<file path="config.mk">
export PLATFORM = sky130hd
export DESIGN_NAME = rtc_ctrl
export DESIGN_NICKNAME = d
export VERILOG_FILES = /design/src/rtc_pkg.sv /design/src/rtc_ctrl.sv
export SDC_FILE = /design/constraint.sdc
export NUM_CORES = 1
export LEC_CHECK = 0
export ABC_AREA = 1
export BUFFER_PORTS_ARGS = -buffer_cell sky130_fd_sc_hd__buf_4
export CAP_MARGIN = 20
export CORE_ASPECT_RATIO = 0.7
export CORE_UTILIZATION = 49
export DETAILED_ROUTE_END_ITERATION = 8
export PLACE_DENSITY = 0.85
export SETUP_SLACK_MARGIN = 0.15
export SYNTH_ARGS = -nofsm -noshare
export SYNTH_HDL_FRONTEND = slang
export SYNTH_SLANG_ARGS = --single-unit
</file>
<file path="constraint.sdc">
create_clock -name clk -period 1.75 [get_ports clk]
set_input_delay 0.35 -clock clk [delete_from_list [all_inputs] [get_ports clk]]
set_output_delay 0.35 -clock clk [all_outputs]
set_load 0.05 [all_outputs]
</file>
<file path="src/rtc_pkg.sv">
// shared types and constants for the route cheapest-insertion block
`timescale 1ns / 1ps
package rtc_pkg;

  localparam int MAX_CUSTOMERS_DEF = 64;
  localparam int FRAC_BITS_DEF     = 8;

  localparam int S_TDATA_W = 80;
  localparam int M_TDATA_W = 144;
  localparam int CFG_IDX_W = 3;
  localparam int CFG_W     = 24;
  localparam int TOT_W     = 22;
  localparam logic [TOT_W-1:0] TOT_MAX = '1;

  localparam logic [1:0] REQ_CLEAR = 2'd0;
  localparam logic [1:0] REQ_BEST  = 2'd1;
  localparam logic [1:0] REQ_AT    = 2'd2;
  localparam logic [1:0] REQ_POP   = 2'd3;

  localparam logic [1:0] STAT_OK     = 2'd0;
  localparam logic [1:0] STAT_FULL   = 2'd1;
  localparam logic [1:0] STAT_EMPTY  = 2'd2;
  localparam logic [1:0] STAT_BADPOS = 2'd3;

  localparam logic [CFG_IDX_W-1:0] CFG_DEPOT_X     = 3'd0;
  localparam logic [CFG_IDX_W-1:0] CFG_DEPOT_Y     = 3'd1;
  localparam logic [CFG_IDX_W-1:0] CFG_MAX_LENGTH  = 3'd2;
  localparam logic [CFG_IDX_W-1:0] CFG_MAX_LOAD    = 3'd3;
  localparam logic [CFG_IDX_W-1:0] CFG_MAX_SERVICE = 3'd4;

  typedef enum logic [1:0] {RD_PREV, RD_NEXT, RD_SHIFT} rd_sel_t;
  typedef enum logic [1:0] {DS_PC, DS_CN, DS_PN} dist_sel_t;
  typedef enum logic [1:0] {ACC_HOLD, ACC_SET, ACC_ADD, ACC_SUB} acc_op_t;
  typedef enum logic [2:0] {IDX_HOLD, IDX_ZERO, IDX_LAST, IDX_POS, IDX_INC, IDX_BEST} idx_op_t;
  typedef enum logic [2:0] {RES_NONE, RES_CLR, RES_ERR, RES_POP, RES_INS} res_op_t;

  typedef struct packed {
    logic      load;
    rd_sel_t   rd_sel;
    logic      ld_prv;
    logic      ld_nxt;
    logic      ld_pop;
    logic      dist_start;
    dist_sel_t dist_sel;
    acc_op_t   acc_op;
    idx_op_t   idx_op;
    logic      scan_upd;
    logic      j_init;
    logic      j_dec;
    logic      wr_shift;
    logic      wr_new;
    res_op_t   res_op;
  } cmd_t;

  typedef struct packed {
    logic [1:0] req;
    logic       count_zero;
    logic       full;
    logic       pos_bad;
    logic       idx_last;
    logic       j_done;
    logic       dist_done;
  } sts_t;

endpackage

</file>
<file path="src/rtc_ctrl.sv">
// request sequencer: scan, evaluation, store shift and result handoff
`timescale 1ns / 1ps
module rtc_ctrl (
  input  logic          clk,
  input  logic          rst,
  input  logic          s_tvalid,
  output logic          s_tready,
  output logic          m_tvalid,
  input  logic          m_tready,
  input  rtc_pkg::sts_t sts,
  output rtc_pkg::cmd_t cmd
);

  typedef enum logic [4:0] {
    S_IDLE, S_DEC, S_EV_RP, S_EV_LP, S_EV_LN, S_D1, S_W1, S_D2, S_W2,
    S_D3, S_W3, S_NEXT, S_PICK, S_SH_CHK, S_SH_RD, S_SH_WR, S_WR_NEW, S_DONE
  } state_t;

  typedef enum logic [1:0] {PH_SCAN, PH_FINAL, PH_POP} phase_t;

  state_t            state;
  phase_t            ph;
  rtc_pkg::res_op_t  fin;
  logic              out_valid;
  logic              out_free;

  assign s_tready = state == S_IDLE;
  assign m_tvalid = out_valid;
  assign out_free = !out_valid || m_tready;

  always_comb begin
    cmd      = '0;
    cmd.load = s_tvalid && (state == S_IDLE);
    case (state)
      S_DEC: begin
        if (sts.req == rtc_pkg::REQ_POP) begin
          if (!sts.count_zero) cmd.idx_op = rtc_pkg::IDX_LAST;
        end else if (sts.req == rtc_pkg::REQ_AT) begin
          if (!sts.full && !sts.pos_bad) cmd.idx_op = rtc_pkg::IDX_POS;
        end else if (sts.req == rtc_pkg::REQ_BEST) begin
          if (!sts.full) cmd.idx_op = rtc_pkg::IDX_ZERO;
        end
      end
      S_EV_RP: cmd.rd_sel = rtc_pkg::RD_PREV;
      S_EV_LP: begin
        cmd.ld_prv = 1'b1;
        cmd.rd_sel = rtc_pkg::RD_NEXT;
      end
      S_EV_LN: begin
        if (ph == PH_POP) cmd.ld_pop = 1'b1;
        else cmd.ld_nxt = 1'b1;
      end
      S_D1: begin
        cmd.dist_start = 1'b1;
        cmd.dist_sel   = rtc_pkg::DS_PC;
      end
      S_W1: if (sts.dist_done) cmd.acc_op = rtc_pkg::ACC_SET;
      S_D2: begin
        cmd.dist_start = 1'b1;
        cmd.dist_sel   = rtc_pkg::DS_CN;
      end
      S_W2: if (sts.dist_done) cmd.acc_op = rtc_pkg::ACC_ADD;
      S_D3: begin
        cmd.dist_start = 1'b1;
        cmd.dist_sel   = rtc_pkg::DS_PN;
      end
      S_W3: if (sts.dist_done) cmd.acc_op = rtc_pkg::ACC_SUB;
      S_NEXT: begin
        if (ph == PH_SCAN) begin
          cmd.scan_upd = 1'b1;
          if (!sts.idx_last) cmd.idx_op = rtc_pkg::IDX_INC;
        end else if (ph == PH_FINAL) begin
          cmd.j_init = 1'b1;
        end
      end
      S_PICK:  cmd.idx_op = rtc_pkg::IDX_BEST;
      S_SH_RD: cmd.rd_sel = rtc_pkg::RD_SHIFT;
      S_SH_WR: begin
        cmd.wr_shift = 1'b1;
        cmd.j_dec    = 1'b1;
      end
      S_WR_NEW: cmd.wr_new = 1'b1;
      S_DONE:   if (out_free) cmd.res_op = fin;
      default: ;
    endcase
  end

  always_ff @(posedge clk) begin
    if (rst) begin
      state     <= S_IDLE;
      ph        <= PH_SCAN;
      fin       <= rtc_pkg::RES_NONE;
      out_valid <= 1'b0;
    end else begin
      if (state == S_DONE && out_free) begin
        out_valid <= 1'b1;
      end else if (m_tready) begin
        out_valid <= 1'b0;
      end
      case (state)
        S_IDLE: if (s_tvalid) state <= S_DEC;
        S_DEC: begin
          if (sts.req == rtc_pkg::REQ_CLEAR) begin
            fin   <= rtc_pkg::RES_CLR;
            state <= S_DONE;
          end else if (sts.req == rtc_pkg::REQ_POP) begin
            if (sts.count_zero) begin
              fin   <= rtc_pkg::RES_ERR;
              state <= S_DONE;
            end else begin
              ph    <= PH_POP;
              state <= S_EV_RP;
            end
          end else if (sts.full || (sts.req == rtc_pkg::REQ_AT && sts.pos_bad)) begin
            fin   <= rtc_pkg::RES_ERR;
            state <= S_DONE;
          end else begin
            ph    <= (sts.req == rtc_pkg::REQ_AT || sts.count_zero) ? PH_FINAL : PH_SCAN;
            state <= S_EV_RP;
          end
        end
        S_EV_RP: state <= S_EV_LP;
        S_EV_LP: state <= S_EV_LN;
        S_EV_LN: state <= S_D1;
        S_D1:    state <= S_W1;
        S_W1:    if (sts.dist_done) state <= S_D2;
        S_D2:    state <= S_W2;
        S_W2:    if (sts.dist_done) state <= S_D3;
        S_D3:    state <= S_W3;
        S_W3:    if (sts.dist_done) state <= S_NEXT;
        S_NEXT: begin
          case (ph)
            PH_SCAN:  state <= sts.idx_last ? S_PICK : S_EV_RP;
            PH_FINAL: state <= S_SH_CHK;
            default: begin
              fin   <= rtc_pkg::RES_POP;
              state <= S_DONE;
            end
          endcase
        end
        S_PICK: begin
          ph    <= PH_FINAL;
          state <= S_EV_RP;
        end
        S_SH_CHK: state <= sts.j_done ? S_WR_NEW : S_SH_RD;
        S_SH_RD:  state <= S_SH_WR;
        S_SH_WR:  state <= S_SH_CHK;
        S_WR_NEW: begin
          fin   <= rtc_pkg::RES_INS;
          state <= S_DONE;
        end
        S_DONE: begin
          if (out_free) begin
            state <= S_IDLE;
          end
        end
        default: state <= S_IDLE;
      endcase
    end
  end

endmodule

</file>
==> impl_metrics.csv, run 1 <==
group,metric,value,unit
placement,pre_cts_ws,0.03198,ns
floorplanning,start_util,53.91,%
cts,cts_buffer_depth,2,
synthesis,ys_seq_area_share,21.10,%
global_routing,grt_start_max_net_pins,8,
cts,h-tree-depth,1,
synthesis,syn_inst,179,
synthesis,syn_avg_cell_area,5.830,um^2
floorplanning,num_io_pins,36,
placement,dp.cells,237,
placement,place_area,1413,um^2
cts,cts.sinks,11,
placement,gp_congestion,0.9036,
sta,worst_endpoint,"cmd[1]",
floorplanning,die_width,57.16,um
floorplanning,row_count,13,
sta,worstEndpointType,"output port",
synthesis,synth_cell_type_count,23,
cts,cts_hold_buf,0,
cts,cts_buffers,3,
run_status,haltStage,"global routing",
run_status,status,"aborted with a tool error",
run_status,error,"[ERROR DPL-0038] Utilization greater than 100%, impossible to legalize",
synthesis,synth.cell_area,1044,um^2
floorplanning,die_y,40.61,um
synthesis,yosys_warnings,0,
placement,dpl.hpwl,2342,um
cts,root_buffer,"clkbuf_4",
synthesis,synth_nets,195,
placement,numPortBuffers,35,
synthesis,ys_seq_elements,11,
cells in the mapped netlist:
master,n,area [um^2]
a21boi_1,1,7.510
a21oi_1,13,65.06
a21oi_2,1,8.760
a31oi_1,1,6.260
buf_4,2,15.01
dfxtp_1,11,220.2
ha_1,4,50.05
inv_1,29,108.9
inv_2,5,18.77
nand2_1,44,165.2
nand2_2,2,12.51
nand2_4,2,22.52
nand3_1,15,75.07
nand3_2,4,40.04
nand3b_1,1,7.510
nand4_1,1,6.260
nor2_1,24,90.09
nor2_2,6,37.54
nor2_4,2,22.52
nor3_1,5,25.02
o21ai_0,4,20.02
o21bai_2,1,11.26
o31ai_1,1,7.510
metrics by stage:
stage	utilization, %	hold slack [ns]
after CTS	86.30	0.2376
after detailed placement	72.98	0.5106
after global placement	72.98	0.4831
after floorplan	-	0.4051
repair_timing:
action | 4_1_cts
pin swaps | 8
buffers inserted | 7
cloned | 0
gates resized for setup | 53
endpoints found under the setup margin | 23
cell families after synthesis:
logic type,Yosys count,share of synthesized area [%]
AND/OR/NAND/NOR,106,48.32
buffers and inverters,36,13.67
AO/OA/AOI/OAI,22,12.11
flip-flops,11,21.10
adder cells (fa/ha/maj),4,4.796
==> run 2, diff against run 1 <==
CORE_AREA = 2 2 63 65   (was default)
CORE_ASPECT_RATIO = default   (was 0.7)
CORE_UTILIZATION = default   (was 49)
DIE_AREA = 0 0 65 67   (was default)
PLACE_DENSITY = default   (was 0.85)
PLACE_DENSITY_LB_ADDON = 0.15   (was default)
SETUP_SLACK_MARGIN = default   (was 0.15)
==> run 2 against run 1 <==
The flow now finishes, with violations (setup timing); area after synthesis is the same; synthesized cell count unchanged.
==> impl_metrics.csv, run 2 <==
group,metric,value,unit
global_routing,grt_start_max_net_pins,9,
floorplanning,num_io_pins,36,
cts,h-tree-depth,1,
run_status,violations,"setup timing",
synthesis,synth_flop_cell,"dfxtp_1",
sta,finClkSkew,0.004234,ns
floorplanning,die_width,65,um
power_and_ir_drop,leakage,0.8787,nW
worst_setup_path,crit_required,1.40,ns
cts,cts_hold_buf,0,
synthesis,synth.most_common_cell,"nand2_1",
sta,drv_slew,0,
power_and_ir_drop,p_sw,0.5380,mW
power_and_ir_drop,seqPwrFrac,28.4,%
final_layout,final_common_cell,"nand2_1",
placement,gp_congestion,0.8257,
power_and_ir_drop,power.density,708.6,nW/um^2
global_routing,grt_pass1_vias,1143,
synthesis,netlist.top_cell.by_area,"dfxtp_1",
drt,firstDrtPassIters,4,
synthesis,muxShareOfSynthArea,0,%
cts,root_buffer,"clkbuf_8",
sta,hold_viol,0,
worst_setup_path,rrSetupSlack,0.22,ns
floorplanning,coreArea,3606,um^2
floorplanning,die_area,4355,um^2
final_layout,num_antenna_cells,0,
sta,fin_tns_setup,-0.008989,ns
synthesis,synth_async_sr_flop_share,0,%
drt,postRouteAntennaNets,0,
worst_setup_path,worst-setup-path-type,"register to output pin",
synthesis,synth_cell_type_count,23,
synthesis,synth-adder-area-share,4.796,%
global_routing,antenna_found_initial,0,
synthesis,syn_avg_cell_area,5.830,um^2
floorplanning,start_util,28.94,%
final_layout,area_growth,64.39,%
drt,drc_errors,0,
synthesis,synth_top_family_by_area,"simple AND/OR/NAND/NOR gates",
cts,cts.sinks,11,
synthesis,ys_seq_elements,11,
placement,pre_cts_ws,0.04389,ns
worst_setup_path,path_cells,"nor2_4, buf_4, nand3_2, o31ai_4, buf_6",
final_layout,top_regs,"state: 5 flops, fin: 3 flops, ph: 2 flops",
synthesis,synthXorXnorAreaFrac,0,%
cts,insertion_delay,0.24,ns
power_and_ir_drop,pwr-share-comb,50.6,%
worst_setup_path,path_max_fanout,6,
min_path,hold_path.class,"input pin to register",
synthesis,synth_edf_count,0,
cts,cts_buffers,3,
worst_setup_path,start_kind,"register",
global_routing,grt.overflow.total,0,
sta,period_share,100.5,%
sta,tightest_slew,0.3761,ns
run_status,status,"complete, but fails checks",
synthesis,synth_nets,195,
placement,numPortBuffers,35,
sta,rsz0062_at_grt,"true",
synthesis,synth_compound_area_share,12.11,%
sta,setup-violations-final,1,
cts,cts_tree,"built",
power_and_ir_drop,p_clk_share,21.0,%
placement,dpl.hpwl,2479,um
final_layout,regMostFlops,"state",
floorplanning,row_count,22,
sta,relSlewSlack,74.66,%
synthesis,synth-simple-area-share,48.32,%
worst_setup_path,cpPeakStageDelay,0.37,ns
power_and_ir_drop,power,1.215,mW
power_and_ir_drop,swShare,44.27,%
synthesis,ys_seq_area_share,21.10,%
synthesis,synth_area_leaders,"dfxtp_1, nand2_1, inv_1, nor2_1, nand3_1",
drt,drt_wl_total,3046,um
worst_setup_path,critPathSlowestCell,"dfxtp_4",
sta,worst_slack,-0.008989,ns
drt,wl_per_cell,10.92,um
final_layout,drive_gt1_share,47.62,%
drt,routed-via-count,1258,
floorplanning,die_y,67,um
power_and_ir_drop,internal-power,0.6774,mW
worst_setup_path,arrival,1.41,ns
synthesis,synth.cell_area,1044,um^2
cts,cts_buffer_depth,2,
drt,dr.first_iter.drc_count,81,
drt,via_per_inst,4.509,
sta,finalCriticalPeriod,1.759,ns
global_routing,grt_pass1_wl,4933,um
synthesis,yosys_warnings,0,
final_layout,num-fill-cells,404,
worst_setup_path,endpoint_kind,"output pin",
synthesis,syn_inst,179,
global_routing,grtUsageTotal,14.09,%
power_and_ir_drop,vdd_ir_drop_max,0.0004132,V
final_layout,utilization,47.57,%
run,max_cap_viol_count,0,
cts,cts.clk_slew.worst_paths,0.05,ns
final_layout,largest_reg_flops,5,
synthesis,synthTopCellsByCount,"nand2_1, inv_1, nor2_1, nand3_1, a21oi_1",
final_layout,final_nets,248,
synthesis,yosys.area.top_type_share,21.10,%
sta,fmax,0.5685,GHz
final_layout,mostFrequentLayoutCells,"nand2_1, buf_4, inv_1",
==> run 2: path summary, 6_finish.rpt <==
| kind | cells after the start | start | to |
|---|---|---|---|
| max | 5 | state[3]$_SDFFE_PP0P_ | cmd[8] |
| min | 2 | rst | state[0]$_SDFFE_PP0P_ |
| max reg2reg | 12 | state[2]$_SDFFE_PP0P_ | fin[0]$_SDFFE_PP0P_ |
| min reg2reg | 2 | fin[0]$_SDFFE_PP0P_ | fin[0]$_SDFFE_PP0P_ |
==> run 2: area by class of cell <==
cell class / count / area (um^2) / share of cell area, %
Inverter: 34 / 137.6 / 8.023
Sequential cell: 11 / 236.5 / 13.79
Tap cell: 48 / 60.06 / 3.501
Clock buffer: 4 / 45.04 / 2.626
Multi-Input combinational cell: 132 / 815.8 / 47.56
Timing Repair Buffer: 50 / 420.4 / 24.51
==> run 2: stage by stage <==
stage / std cells / hold WS (ns) / area (um^2)
4_1_cts: 275 / 0.3042 / 1595
2_1_floorplan: 179 / 0.4124 / 1099
3_3_place_gp: 270 / 0.4882 / 1481
5_1_grt: 279 / 0.3105 / 1715
6_report: 279 / 0.3036 / 1715
3_5_place_dp: 270 / 0.4984 / 1481
==> run 2: worst max-delay path: cells and delay by family (launching register included) <==
family          cells  cell delay (ns)
buf+inv             2             0.33
compound gates      1             0.19
flops               1             0.37
simple gates        2             0.29
==> run 2: per-layer routing <==
metal,vias to the layer above,global-route usage [%],part of all wire [%]
met5,-,0,0
met4,0,0.7979,0
met3,0,2.703,4.2
met2,25,24.36,49
met1,566,18.93,47
li1,667,-,-
==> run 2: cells by family after synthesis <==
| group | after synthesis |
|---|---|
| adders and majority gates | 4 |
| buffers and inverters | 36 |
| and+or+nand+nor | 106 |
| AOI/OAI and AO/OA | 22 |
| DFF | 11 |
==> run 2: power by group through the flow <==
stage,combinational (mW),sequential [mW],clock [mW]
5_1_grt,0.681,0.352,0.271
2_1_floorplan,0.412,0.329,0
6_report,0.615,0.346,0.255
4_1_cts,0.583,0.336,0.260
3_5_place_dp,0.572,0.337,0
3_3_place_gp,0.573,0.336,0
==> run 2: what timing repair did <==
item / CTS / global route
pin swaps: 2 / 7
setup buffers: 1 / 4
resized for setup: 20 / 27
endpoints found under the setup margin: 18 / 17
(Power assumes the default switching activity.)
